`config.mk`:
```
export PLATFORM = sky130hd
export DESIGN_NAME = inductor_position_estimator
export DESIGN_NICKNAME = d
export VERILOG_FILES = /design/src/sv/ipe_pkg.sv /design/src/sv/ipe_cfg.sv /design/src/sv/ipe_div.sv /design/src/sv/inductor_position_estimator.sv
export SDC_FILE = /design/constraint.sdc
export NUM_CORES = 1
export LEC_CHECK = 0
export ABC_AREA = 0
export BUFFER_PORTS_ARGS = -buffer_cell sky130_fd_sc_hd__buf_2
export CORE_ASPECT_RATIO = 1.25
export CORE_UTILIZATION = 30
export CTS_BUF_LIST = sky130_fd_sc_hd__clkbuf_4 sky130_fd_sc_hd__clkbuf_8
export CTS_CLUSTER_SIZE = 40
export DETAILED_ROUTE_END_ITERATION = 7
export PLACE_DENSITY = 0.55
export RECOVER_POWER = 25
export SYNTH_ARGS = -nofsm -noshare
export SYNTH_HDL_FRONTEND = slang
export SYNTH_HIERARCHICAL = 1
export SYNTH_SLANG_ARGS = --single-unit
```
`constraint.sdc`:
```
create_clock -name clk -period 7.7 [get_ports clk]
set_input_delay 1.54 -clock clk [delete_from_list [all_inputs] [get_ports clk]]
set_output_delay 1.54 -clock clk [all_outputs]
set_load 0.05 [all_outputs]
```
`src/sv/ipe_pkg.sv`:
```
// ----------------------------------------------------------------------------
// ipe_pkg
// Shared types and constants of the inductor position estimator: register
// indexes and reset values, normalization caps, loss thresholds, sequencer states.
// ----------------------------------------------------------------------------
`default_nettype none

package ipe_pkg;

	localparam int CFG_W      = 12;
	localparam int LIMIT_W    = 16;
	localparam int CFG_DATA_W = 16;
	localparam int CFG_IDX_W  = 3;
	localparam int NORM_W     = 8;
	localparam int OFFSET_W   = 9;

	localparam int SCALE          = 100;
	localparam int VERT_CAP       = 200;
	localparam int HORZ_CAP       = 100;
	localparam int LOSS_SUM_MAX   = 5;
	localparam int LOSS_COIL_MAX  = 2;
	localparam int LOSS_TOTAL_MAX = 20;

	typedef enum logic [CFG_IDX_W-1:0] {
		REG_LV_MIN     = 3'd0,
		REG_RV_MIN     = 3'd1,
		REG_LH_MIN     = 3'd2,
		REG_RH_MIN     = 3'd3,
		REG_VERT_FULL  = 3'd4,
		REG_HORZ_FULL  = 3'd5,
		REG_LOSS_LIMIT = 3'd6
	} reg_idx_t;

	localparam logic [CFG_W-1:0]   RST_LV_MIN     = 12'd25;
	localparam logic [CFG_W-1:0]   RST_RV_MIN     = 12'd1;
	localparam logic [CFG_W-1:0]   RST_LH_MIN     = 12'd35;
	localparam logic [CFG_W-1:0]   RST_RH_MIN     = 12'd15;
	localparam logic [CFG_W-1:0]   RST_VERT_FULL  = 12'd3600;
	localparam logic [CFG_W-1:0]   RST_HORZ_FULL  = 12'd2300;
	localparam logic [LIMIT_W-1:0] RST_LOSS_LIMIT = 16'd400;

	// coil order: left vertical, right vertical, left horizontal, right horizontal
	typedef struct packed {
		logic [3:0][CFG_W-1:0] mins;
		logic [CFG_W-1:0]      vert_full;
		logic [CFG_W-1:0]      horz_full;
		logic [LIMIT_W-1:0]    loss_limit;
	} ipe_cfg_t;

	typedef enum logic [6:0] {
		S_IDLE   = 7'b0000001,
		S_START  = 7'b0000010,
		S_WAIT   = 7'b0000100,
		S_PREP   = 7'b0001000,
		S_PSTART = 7'b0010000,
		S_PWAIT  = 7'b0100000,
		S_FIN    = 7'b1000000
	} ipe_state_t;

endpackage

`default_nettype wire

```
`src/sv/ipe_cfg.sv`:
```
// ----------------------------------------------------------------------------
// ipe_cfg
// Configuration register file: coil offsets, full-scale readings and the
// loss limit, written through a plain write port.
// ----------------------------------------------------------------------------
`default_nettype none

module ipe_cfg import ipe_pkg::*; (
	input  wire logic                  clk,
	input  wire logic                  arst_n,
	input  wire logic                  cfg_write,
	input  wire logic [CFG_IDX_W-1:0]  cfg_index,
	input  wire logic [CFG_DATA_W-1:0] cfg_data,
	output ipe_cfg_t                   cfg
);

	ipe_cfg_t cfg_q;

	always_ff @(posedge clk or negedge arst_n) begin
		if (!arst_n) begin
			cfg_q.mins[0]    <= RST_LV_MIN;
			cfg_q.mins[1]    <= RST_RV_MIN;
			cfg_q.mins[2]    <= RST_LH_MIN;
			cfg_q.mins[3]    <= RST_RH_MIN;
			cfg_q.vert_full  <= RST_VERT_FULL;
			cfg_q.horz_full  <= RST_HORZ_FULL;
			cfg_q.loss_limit <= RST_LOSS_LIMIT;
		end else if (cfg_write) begin
			case (reg_idx_t'(cfg_index))
				REG_LV_MIN:     cfg_q.mins[0]    <= cfg_data[CFG_W-1:0];
				REG_RV_MIN:     cfg_q.mins[1]    <= cfg_data[CFG_W-1:0];
				REG_LH_MIN:     cfg_q.mins[2]    <= cfg_data[CFG_W-1:0];
				REG_RH_MIN:     cfg_q.mins[3]    <= cfg_data[CFG_W-1:0];
				REG_VERT_FULL:  cfg_q.vert_full  <= cfg_data[CFG_W-1:0];
				REG_HORZ_FULL:  cfg_q.horz_full  <= cfg_data[CFG_W-1:0];
				REG_LOSS_LIMIT: cfg_q.loss_limit <= cfg_data[LIMIT_W-1:0];
				default: ;
			endcase
		end
	end

	assign cfg = cfg_q;

endmodule

`default_nettype wire

```
`src/sv/ipe_div.sv`:
```
// ----------------------------------------------------------------------------
// ipe_div
// Serial restoring divider: one quotient bit per cycle, quotient valid while
// done is high.
// ----------------------------------------------------------------------------
`default_nettype none

module ipe_div #(
	parameter int NUM_W = 19,
	parameter int DEN_W = 12
) (
	input  wire logic             clk,
	input  wire logic             arst_n,
	input  wire logic             start,
	input  wire logic [NUM_W-1:0] num,
	input  wire logic [DEN_W-1:0] den,
	output logic                  done,
	output logic [NUM_W-1:0]      quo
);

	localparam int CNT_W = $clog2(NUM_W + 1);

	logic             busy_q;
	logic             done_q;
	logic [CNT_W-1:0] cnt_q;
	logic [NUM_W-1:0] num_q;
	logic [DEN_W-1:0] den_q;
	logic [DEN_W-1:0] rem_q;

	logic [DEN_W:0]   rem_sh;
	logic             ge;
	logic [DEN_W:0]   rem_sub;

	assign rem_sh  = {rem_q, num_q[NUM_W-1]};
	assign ge      = rem_sh >= {1'b0, den_q};
	assign rem_sub = rem_sh - {1'b0, den_q};

	always_ff @(posedge clk or negedge arst_n) begin
		if (!arst_n) begin
			busy_q <= 1'b0;
			done_q <= 1'b0;
			cnt_q  <= '0;
		end else begin
			done_q <= 1'b0;
			if (start) begin
				busy_q <= 1'b1;
				cnt_q  <= CNT_W'(NUM_W);
			end else if (busy_q) begin
				cnt_q <= cnt_q - 1'b1;
				if (cnt_q == CNT_W'(1)) begin
					busy_q <= 1'b0;
					done_q <= 1'b1;
				end
			end
		end
	end

	always_ff @(posedge clk) begin
		if (start) begin
			num_q <= num;
			den_q <= den;
			rem_q <= '0;
		end else if (busy_q) begin
			rem_q <= ge ? rem_sub[DEN_W-1:0] : rem_sh[DEN_W-1:0];
			num_q <= {num_q[NUM_W-2:0], ge};
		end
	end

	assign done = done_q;
	assign quo  = num_q;

endmodule

`default_nettype wire

```
`src/sv/inductor_position_estimator.sv`:
```
// ----------------------------------------------------------------------------
// Sequencing: five divisions in turn on one serial divider, one quotient bit
//   per cycle, NUMW bits wide (NUMW = max(SAMPLE_BITS+7, 16)); a new input
//   is not taken until the result is loaded into the output register, and
//   in_stall is high meanwhile.
// Reset: asynchronous, clears loss timer, held offset, stop flag and output
//   valid; configuration registers return to their default values.
// ----------------------------------------------------------------------------
// inductor_position_estimator
// Normalizes four coil readings, forms the weighted lateral offset and runs
// the lost-signal hold, beeper and sticky stop protection.
// ----------------------------------------------------------------------------
`default_nettype none

module inductor_position_estimator import ipe_pkg::*; #(
	parameter int SAMPLE_BITS = 12
) (
	input  wire logic                   clk,
	input  wire logic                   arst_n,
	input  wire logic                   cfg_write,
	input  wire logic [CFG_IDX_W-1:0]   cfg_index,
	input  wire logic [CFG_DATA_W-1:0]  cfg_data,
	input  wire logic                   in_valid,
	output logic                        in_stall,
	input  wire logic [SAMPLE_BITS-1:0] left_vertical_sample,
	input  wire logic [SAMPLE_BITS-1:0] right_vertical_sample,
	input  wire logic [SAMPLE_BITS-1:0] left_horizontal_sample,
	input  wire logic [SAMPLE_BITS-1:0] right_horizontal_sample,
	output logic                        out_valid,
	input  wire logic                   out_stall,
	output logic signed [OFFSET_W-1:0]  track_offset,
	output logic                        beeper_on,
	output logic                        stop_request
);

	localparam int NUMW = (SAMPLE_BITS + 7 > 16) ? SAMPLE_BITS + 7 : 16;
	localparam int DENW = (SAMPLE_BITS > 9) ? SAMPLE_BITS : 9;
	localparam int PRODW = SAMPLE_BITS + 7;

	ipe_cfg_t cfg;

	ipe_cfg u_cfg (
		.clk       (clk),
		.arst_n    (arst_n),
		.cfg_write (cfg_write),
		.cfg_index (cfg_index),
		.cfg_data  (cfg_data),
		.cfg       (cfg)
	);

	ipe_state_t state_q;

	logic [3:0][SAMPLE_BITS-1:0] samp_q;
	logic [1:0]                  k_q;
	logic [3:0][NORM_W-1:0]      norm_q;
	logic signed [10:0]          sum_q;
	logic [8:0]                  den_q;
	logic [NORM_W-1:0]           quo_q;

	logic [LIMIT_W-1:0]          loss_q;
	logic signed [OFFSET_W-1:0]  held_q;
	logic                        stop_q;

	logic                        out_valid_q;
	logic signed [OFFSET_W-1:0]  offset_q;
	logic                        beep_q;
	logic                        stopo_q;

	logic                        div_start;
	logic                        div_done;
	logic [NUMW-1:0]             div_num;
	logic [DENW-1:0]             div_den;
	logic [NUMW-1:0]             div_quo;

	ipe_div #(
		.NUM_W (NUMW),
		.DEN_W (DENW)
	) u_div (
		.clk    (clk),
		.arst_n (arst_n),
		.start  (div_start),
		.num    (div_num),
		.den    (div_den),
		.done   (div_done),
		.quo    (div_quo)
	);

	logic                   in_xfer;
	logic                   out_free;

	assign in_stall  = (state_q != S_IDLE);
	assign in_xfer   = in_valid && !in_stall;
	assign out_free  = !out_valid_q || !out_stall;

	// normalization operands
	logic [SAMPLE_BITS-1:0] x_sel;
	logic [SAMPLE_BITS-1:0] lo_sel;
	logic [SAMPLE_BITS-1:0] full_sel;
	logic [SAMPLE_BITS-1:0] span;
	logic [SAMPLE_BITS-1:0] diff;
	logic [PRODW-1:0]       norm_prod;
	logic [NUMW-1:0]        cap_sel;
	logic [NUMW-1:0]        norm_clamped;

	assign x_sel    = samp_q[k_q];
	assign lo_sel   = SAMPLE_BITS'({{SAMPLE_BITS{1'b0}}, cfg.mins[k_q]});
	assign full_sel = k_q[1] ? SAMPLE_BITS'({{SAMPLE_BITS{1'b0}}, cfg.horz_full})
	                         : SAMPLE_BITS'({{SAMPLE_BITS{1'b0}}, cfg.vert_full});
	assign span     = (full_sel > lo_sel) ? full_sel - lo_sel : SAMPLE_BITS'(1);
	assign diff     = (x_sel > lo_sel) ? x_sel - lo_sel : '0;
	assign norm_prod = PRODW'(diff) * PRODW'(SCALE);
	assign cap_sel  = k_q[1] ? NUMW'(HORZ_CAP) : NUMW'(VERT_CAP);
	assign norm_clamped = (div_quo > cap_sel) ? cap_sel : div_quo;

	// position operands
	logic [NORM_W-1:0]  lv, rv, lh, rh;
	logic signed [10:0] dh, dv, adv, dsum;
	logic [8:0]         sh9, lvrv9;
	logic [9:0]         total10;
	logic [9:0]         pos_mag;
	logic [15:0]        pos_prod;

	assign lv = norm_q[0];
	assign rv = norm_q[1];
	assign lh = norm_q[2];
	assign rh = norm_q[3];

	assign dh      = $signed({3'b000, lh}) - $signed({3'b000, rh});
	assign dv      = $signed({3'b000, lv}) - $signed({3'b000, rv});
	assign adv     = dv[10] ? -dv : dv;
	assign dsum    = dh + (dv <<< 1);
	assign sh9     = 9'(lh) + 9'(rh);
	assign lvrv9   = 9'(lv) + 9'(rv);
	assign total10 = 10'(sh9) + 10'(lvrv9);
	assign pos_mag = 10'(sum_q[10] ? -sum_q : sum_q);
	assign pos_prod = 16'(pos_mag) * 16'(SCALE);

	always_comb begin
		div_start = (state_q == S_START) || (state_q == S_PSTART);
		if (state_q == S_PSTART) begin
			div_num = NUMW'(pos_prod);
			div_den = DENW'(den_q);
		end else begin
			div_num = NUMW'(norm_prod);
			div_den = DENW'(span);
		end
	end

	// lost-signal hold and stop protection
	logic signed [OFFSET_W-1:0] pos_v;
	logic                       enter;
	logic [LIMIT_W-1:0]         lt1, lt2;
	logic signed [OFFSET_W-1:0] held1, pos2, pos3;
	logic                       beep2, over;

	always_comb begin
		pos_v = sum_q[10] ? -$signed({1'b0, quo_q}) : $signed({1'b0, quo_q});
		enter = (loss_q == '0) && (sh9 <= 9'(LOSS_SUM_MAX))
			&& ((lh <= NORM_W'(LOSS_COIL_MAX)) || (rh <= NORM_W'(LOSS_COIL_MAX)))
			&& ((lv <= NORM_W'(LOSS_COIL_MAX)) || (rv <= NORM_W'(LOSS_COIL_MAX)))
			&& (lvrv9 <= 9'(LOSS_SUM_MAX));
		lt1   = enter ? LIMIT_W'(1) : loss_q;
		held1 = enter ? pos_v : held_q;
		if ((lt1 != '0) && (total10 <= 10'(LOSS_TOTAL_MAX))) begin
			lt2   = lt1 + 1'b1;
			pos2  = held1;
			beep2 = 1'b1;
		end else begin
			lt2   = '0;
			pos2  = pos_v;
			beep2 = 1'b0;
		end
		over = lt2 > cfg.loss_limit;
		pos3 = over ? '0 : pos2;
	end

	always_ff @(posedge clk or negedge arst_n) begin
		if (!arst_n) begin
			state_q     <= S_IDLE;
			k_q         <= '0;
			loss_q      <= '0;
			held_q      <= '0;
			stop_q      <= 1'b0;
			out_valid_q <= 1'b0;
		end else begin
			if ((state_q == S_FIN) && out_free) begin
				out_valid_q <= 1'b1;
			end else if (!out_stall) begin
				out_valid_q <= 1'b0;
			end
			case (state_q)
				S_IDLE: begin
					if (in_xfer) begin
						k_q     <= '0;
						state_q <= S_START;
					end
				end
				S_START: state_q <= S_WAIT;
				S_WAIT: begin
					if (div_done) begin
						k_q     <= k_q + 1'b1;
						state_q <= (k_q == 2'd3) ? S_PREP : S_START;
					end
				end
				S_PREP:   state_q <= S_PSTART;
				S_PSTART: state_q <= S_PWAIT;
				S_PWAIT: begin
					if (div_done) begin
						state_q <= S_FIN;
					end
				end
				S_FIN: begin
					if (out_free) begin
						loss_q      <= lt2;
						held_q      <= held1;
						stop_q      <= stop_q | over;
						state_q     <= S_IDLE;
					end
				end
				default: state_q <= S_IDLE;
			endcase
		end
	end

	always_ff @(posedge clk) begin
		if (in_xfer) begin
			samp_q[0] <= left_vertical_sample;
			samp_q[1] <= right_vertical_sample;
			samp_q[2] <= left_horizontal_sample;
			samp_q[3] <= right_horizontal_sample;
		end
		if ((state_q == S_WAIT) && div_done) begin
			norm_q[k_q] <= norm_clamped[NORM_W-1:0];
		end
		if (state_q == S_PREP) begin
			sum_q <= dsum;
			den_q <= 9'(sh9 + 9'(adv) + 9'd1);
		end
		if ((state_q == S_PWAIT) && div_done) begin
			quo_q <= div_quo[NORM_W-1:0];
		end
		if ((state_q == S_FIN) && out_free) begin
			offset_q <= pos3;
			beep_q   <= beep2 && !over;
			stopo_q  <= stop_q | over;
		end
	end

	assign out_valid    = out_valid_q;
	assign track_offset = offset_q;
	assign beeper_on    = beep_q;
	assign stop_request = stopo_q;

	a_busy_after_xfer: assert property (@(posedge clk) disable iff (!arst_n)
		in_xfer |=> in_stall)
		else $error("input taken while a tick is in progress");

	a_stop_sticky: assert property (@(posedge clk) disable iff (!arst_n)
		(out_valid && stop_request) |=> stop_request)
		else $error("stop request dropped");

	a_offset_range: assert property (@(posedge clk) disable iff (!arst_n)
		out_valid |-> (track_offset <= 9'sd200) && (track_offset >= -9'sd200))
		else $error("offset out of range");

	a_beep_no_stop_tick: assert property (@(posedge clk) disable iff (!arst_n)
		(out_valid && beeper_on) |-> (loss_q <= cfg.loss_limit))
		else $error("beeper on past the loss limit");

endmodule

`default_nettype wire

```
* Word-level counts from Yosys, hierarchy flattened
Cells that the tools add are included.
Widths: inputs -> output; s select.
** Operators by class
- Add/sub/neg operators :: 17
- Multipliers :: 2
- Order comparisons :: 14
- Equality and inequality tests :: 21
- Mux-type cells :: 44
- Bitwise gates (word level) :: 2
- Reductions and logical operators :: 35
** Operators with widths (number)
- $mux 12 :: 5
- $mux 19 :: 3
- $mux 9 :: 6
- $pmux 7 s7 :: 1
- $bmux 12 s2 :: 2
- $sub 12x12->12 :: 3
- $bwmux 32 :: 1
- $le 8x2->1 const B :: 4
- $mux 16 :: 2
- $mux 7 :: 4
- $gt 12x12->1 :: 2
- $mux 8 :: 3
- $gt 19x8->1 :: 1
- $add 8x8->9 :: 2
- $le 9x3->1 const B :: 2
- $sub 8x8->9 :: 2
- $mul 12x5->17 const B :: 1
- $add 16x1->16 const B :: 1
- $demux 8 s2 :: 1
- $gt 16x16->1 :: 1
- $logic_not 16->1 :: 1
- $reduce_and 2->1 :: 8
- $reduce_bool 16->1 :: 1
- $mul 10x5->14 const B :: 1
- 44 further kinds :: 77
** Word-level totals
- Register bits after elaboration :: 293
- Bits of input ports :: 72
- Output and inout bits :: 13
- Logic and storage cells :: 169

* Logic depth before layout (Yosys ltp)
- Word-level depth :: 13
- Mapped depth :: 32
- Gate-level depth less buffers :: 30

* Cells and area by module
The synthesis kept the hierarchy.
** Modules (own cells, without submodules)
- inductor_position_estimator :: times used 1, cells an instance 1331, area each 13262.7 um^2, seq. area each 4475.5 um^2
- ipe_cfg :: times used 1, cells an instance 190, area each 3525.9 um^2, seq. area each 2233.4 um^2
- ipe_div :: times used 1, cells an instance 238, area each 2631.3 um^2, seq. area each 1346.3 um^2

* Worst setup path before layout
Ideal clock, no wire load.
- Kind :: reg2reg
- From :: register k_q[0]
- To :: register u_div.num_q[18], in the netlist u_div/quo[18] (data pin)
- Library setup time :: 0.260 ns
- Arrival time :: 7.731 ns
- Data required time :: 7.440 ns
- Setup slack :: -0.291 ns
- Stages on the path, launching flop included :: 33
- Path buffers :: 2
- Clock period less this slack :: 7.991 ns
- Cell sequence :: dfrtp_1 > clkbuf_1 > buf_1 > mux4_2 > inv_1 > ha_1 > inv_1 > fa_1 > a21o_1 > a21oi_1 > o21ai_0 > a21oi_1 > o21bai_1 > a211o_1 > a2111oi_0 > nor3b_1 > and3b_1 > ha_1 > ha_1 > inv_1 > fa_1 > inv_1 > ha_1 > a21o_1 > a21oi_1 > o21bai_1 > a21oi_1 > o21bai_1 > a211o_1 > a2111oi_0 > or4_1 > nand2_1 > mux2_2
** Between the ends
- Longest elaborated chain between the ends :: 7
- Elaborated cells on any way between the ends :: 10
- Those cells by class :: add/sub: 1; mul: 1; order compare: 1; mux: 7
** Ends and longest elaborated chain
- from (decl) :: line inductor_position_estimator.sv:54 : logic [1:0] k_q;
- from (signal assigned) :: line inductor_position_estimator.sv:201 : k_q <= k_q + 1'b1;
- $bmux 12 s2 (on tied branches) :: line inductor_position_estimator.sv:105, inductor_position_estimator.sv:106
- $mux 12 (on tied branches) :: line inductor_position_estimator.sv:105, inductor_position_estimator.sv:106
- $sub 12x12->12 or $gt 12x12->1 (tied branches) :: line inductor_position_estimator.sv:110 : assign diff = (x_sel > lo_sel) ? x_sel - lo_sel : '0;
- $mux 12 (*) :: line inductor_position_estimator.sv:110
- $mul 12x5->17 (*) :: line inductor_position_estimator.sv:111 : assign norm_prod = PRODW'(diff) * PRODW'(SCALE);
- $mux 19 (*) :: line inductor_position_estimator.sv:140 : if (state_q == S_PSTART) begin
- net div_num[18] :: line inductor_position_estimator.sv:71 : logic [NUMW-1:0] div_num;
- $mux 19 (*) :: line ipe_div.sv:59 : if (start) begin
- to (signal assigned) :: line ipe_div.sv:60 : num_q <= num;
- to (signal assigned) :: line ipe_div.sv:65 : num_q <= {num_q[NUM_W-2:0], ge};
- to (decl) :: line ipe_div.sv:26 : logic [NUM_W-1:0] num_q;
The timed path passes the listed nets; every way through them passes the cells marked *. The select of a mux whose other input is x is not followed.
A chain may end at the register's enable or synchronous reset.

* Worst setup path after layout
Same ends and word-level chain as after synthesis.

==> out/metrics.yaml <==
timing:
  hold_viol: 0
  slew_headroom: -1.428
  period_share: 0.9431
  fin_hold_ws_ns: 0.4502
  fmax_mhz: 137.7
  worst_slew_pin_slew_ns: 3.643
  rsz0062_at_grt: "no"
  drv_slew: 67
  period_minus_slack_ns: 7.262
  finalClockSkew_ns: 0.04536
  setup-violations-final: 0
cells_and_area:
  multiInputGateArea_sq_mm: 0.01047
  fin_cells: 2730
  seqCellArea_sq_mm: 0.008058
  filler_cell_count: 6365
  fin_util: 0.3422
  nNetsFinal: 2139
  syn_to_final_growth_pct: 11.95
  final_layout_size_suffix_gt1_frac: 0.2012
routing:
  drc: 0
  via_count: 13300
  dr.pass1.iters: 5
  ant_nets: 0
  drt-vias-per-instance: 4.873
  wl_per_cell_um: 16.86
  drt-total-wl_mm: 46.03
  drt_iter0_markers: 737
pwr:
  leakagePower_uw: 0.009394
  power_uw: 6279
  powerDensity_mw_per_mm2: 288.8
  peakVddDrop_mv: 0.1948
floorplanning:
  rows: 103
  start_util: 0.3057
  die_area_sq_mm: 0.06576
  core_sq_mm: 0.06353
  io_pins: 85
  die_height_um: 286.5
  die_w_um: 229.6
placed_design:
  port_buffers: 84
  gp_congestion: 0.8628
  numPlacedInstances: 2644
  place_hpwl_mm: 35.39
grt:
  grt_first_pass_wirelength_mm: 74.58
  overflow: 0
  grt_max_degree: 67
  grt_pass1_vias: 13900
  grt.total_usage: 0.1408
  antenna_found_initial: 2
clocking:
  numCtsBuffers: 46
  clkTransAtPathRegs_ns: 0.06
  postCtsSetupBuffers: 0
  cts_tree: "yes"
  hold_buffers: 0
  htreeDepth: 2
  cts.sink_count: 293
  cts-root-buf: "clkbuf_8"
  clkLatencyLatePin_ns: 0.62
  clockBufferDepth: 3
logic_synthesis:
  yosysWarnings: 6
  synth_cells: 1759
  synthFlopType: "edfxtp_1"
  synth_area_sq_mm: 0.01942
  ys_seq_area_frac: 0.4148
  yosysUniqueCellTypes: 88
  synth_edf_count: 150
  async_reset_ff_frac: 0.4471
  avgSynthCellArea_sq_um: 11.04
  ys_ff_latch: 293
critical_path:
  critical-path-max-stage-delay_ns: 0.51
  cp.arrival_ns: 7.61
  slowest_stage: "fa_1"
  worst_setup_path_end_kind: "flop"
  critPathRequiredTime_ns: 8.04
  cpMostUsedCell: "ha_1"
  critPathLaunchType: "flop"
  r2r_start: "k_q[0]$_DFFE_PN0P_"
  cp-startpoint: "k_q[0]$_DFFE_PN0P_"
  criticalPathCategory: "flop to flop"
  crit_fanout: 15
status:
  violations: "max-capacitance violations, max-slew violations"
  status: "finished, violations left"
min_path:
  hold_path_class: "flop to flop"
  hp-start: "stop_q$_DFFE_PN0P_"
flow_run:
  max-cap-violations: 1
[where the power goes]
part	switching [uW]	total [uW]	internal [uW]
sequential	203	2240	2040
combinational	1470	2670	1200
clock	644	1370	724
total	2310	6280	3960
[synthesized netlist by cell type (4+ instances only)]
master / n / area [sq um]
ha_1: 193 / 2415
inv_1: 181 / 679.4
edfxtp_1: 150 / 4504
dfrtp_1: 105 / 2628
nor2_1: 102 / 382.9
mux2_2: 96 / 1081
nand2_1: 83 / 311.6
xnor2_1: 80 / 700.7
a21oi_1: 79 / 395.4
o21ai_0: 60 / 300.3
nor3_1: 44 / 220.2
xor2_1: 38 / 332.8
a21o_1: 32 / 240.2
clkbuf_1: 32 / 120.1
mux2_4: 30 / 450.4
dfstp_2: 26 / 683.2
mux4_2: 24 / 540.5
nand3_1: 24 / 120.1
a22o_1: 23 / 201.4
and2_1: 23 / 143.9
nor4_1: 23 / 143.9
o21bai_1: 23 / 172.7
and3_1: 22 / 137.6
fa_1: 22 / 440.4
nor2b_1: 21 / 131.4
nand4_1: 17 / 106.4
o21a_1: 17 / 127.6
nand2b_1: 16 / 100.1
dfxtp_1: 12 / 240.2
a211oi_1: 10 / 75.07
or3_1: 9 / 56.30
a311oi_1: 8 / 70.07
a2111oi_0: 7 / 61.31
a21boi_0: 7 / 52.55
buf_1: 7 / 26.28
buf_6: 7 / 78.83
o31ai_1: 7 / 52.55
nand4b_1: 6 / 52.55
or2_2: 6 / 37.54
a211o_1: 4 / 35.03
nor3b_1: 4 / 30.03
o211ai_1: 4 / 30.03
o41ai_1: 4 / 35.03
or4_1: 4 / 30.03
[kinds of logic after synthesis]
family	after synthesis	share of synthesized area
AND/OR/NAND/NOR	422	0.1142
AO/OA/AOI/OAI	320	0.1120
flip-flops	293	0.4148
buffers and inverters	234	0.04858
adder cells (fa/ha/maj)	217	0.1481
multiplexers	154	0.1088
XOR/XNOR	118	0.05322
other	1	0.0001931
[cell type report]
cell class,instances,area share
Timing Repair Buffer,96,0.02377
Sequential cell,293,0.3706
Tap cell,840,0.04834
Inverter,182,0.03142
Antenna cell,1,0.0001151
Clock inverter,19,0.007079
Clock buffer,66,0.03718
Multi-Input combinational cell,1233,0.4815
[worst paths after layout]
path                       slack, ns                         to  depth (start not counted)
max                             0.44    u_div/quo[18]$_DFFE_PP_                         30
max reg2reg                     0.44    u_div/quo[18]$_DFFE_PP_                         30
min reg2reg                     0.45         stop_q$_DFFE_PN0P_                          1
min                             0.45         stop_q$_DFFE_PN0P_                          1
max in group asynchronous       3.16         k_q[1]$_DFFE_PN0P_                          2
min in group asynchronous       2.17  u_cfg/cfg[49]$_DFFE_PN0P_                          1
[placed cells by master, fill, tap and decap left out, types with 9 or more instances in the layout]
master | Yosys | routed
a21o_1 | 32 | 32
nand2b_1 | 16 | 16
dfrtp_1 | 105 | 103
clkbuf_4 | 0 | 16
nor2_1 | 102 | 102
ha_1 | 193 | 193
nand2_1 | 83 | 83
dfxtp_1 | 12 | 12
mux4_2 | 24 | 24
o21ai_0 | 60 | 59
or3_1 | 9 | 9
and2_1 | 23 | 21
nor4_1 | 23 | 22
mux2_2 | 96 | 96
fa_1 | 22 | 22
a22o_1 | 23 | 23
a21oi_1 | 79 | 77
o21bai_1 | 23 | 23
o21a_1 | 17 | 17
edfxtp_1 | 150 | 150
dfstp_2 | 26 | 26
inv_1 | 181 | 181
xor2_1 | 38 | 38
buf_2 | 3 | 79
buf_4 | 2 | 11
clkbuf_8 | 0 | 50
mux2_4 | 30 | 30
nand3_1 | 24 | 24
nand4_1 | 17 | 17
xnor2_1 | 80 | 80
and3_1 | 22 | 22
nor3_1 | 44 | 44
nor2b_1 | 21 | 21
a211oi_1 | 10 | 10
[critical path, delay by kind of cell, from the launching register on]
kind	cells	cell delay, ns
AO/OA/AOI/OAI	14	2.94
adder cells (fa/ha/maj)	6	2.02
multiplexers	2	0.63
AND/OR/NAND/NOR	4	0.62
flip-flops	1	0.47
buffers and inverters	4	0.35
[registers in the layout (all words and copies together), names as in the netlist, 8 cells and up]
register / count
track_offset: 9
lv: 8
den_q: 9
held_q: 9
rv: 8
u_div/den_q: 12
quo_q: 8
rh: 8
u_div/quo: 19
sum_q: 11
samp_q: 48
loss_q: 16
u_div/rem_q: 12
lh: 8
u_cfg/cfg: 88
[routing by layer]
metal / up-vias / GRT usage / share of wire
met5: - / 0 / 0.00028
met4: 2 / 0.04467 / 0.024
met3: 69 / 0.01520 / 0.029
met2: 237 / 0.2588 / 0.51
met1: 6470 / 0.1705 / 0.43
li1: 6526 / - / -
[per-stage QoR]
stage / cell area [sq um] / setup WS (ns) / setup TNS, ns
2_1_floorplan: 19430 / 0.1549 / 0
3_3_place_gp: 20760 / 0.2278 / 0
3_5_place_dp: 20760 / -0.02948 / -0.02948
4_1_cts: 21730 / 0.01284 / 0
5_1_grt: 21740 / 0.06089 / 0
6_report: 21740 / 0.4379 / 0
[timing repair]
action,4_1_cts,5_1_grt
gates resized for setup,1,8
pin swaps,0,1
setup endpoints to repair,1,4
(Power assumes the default switching activity.)
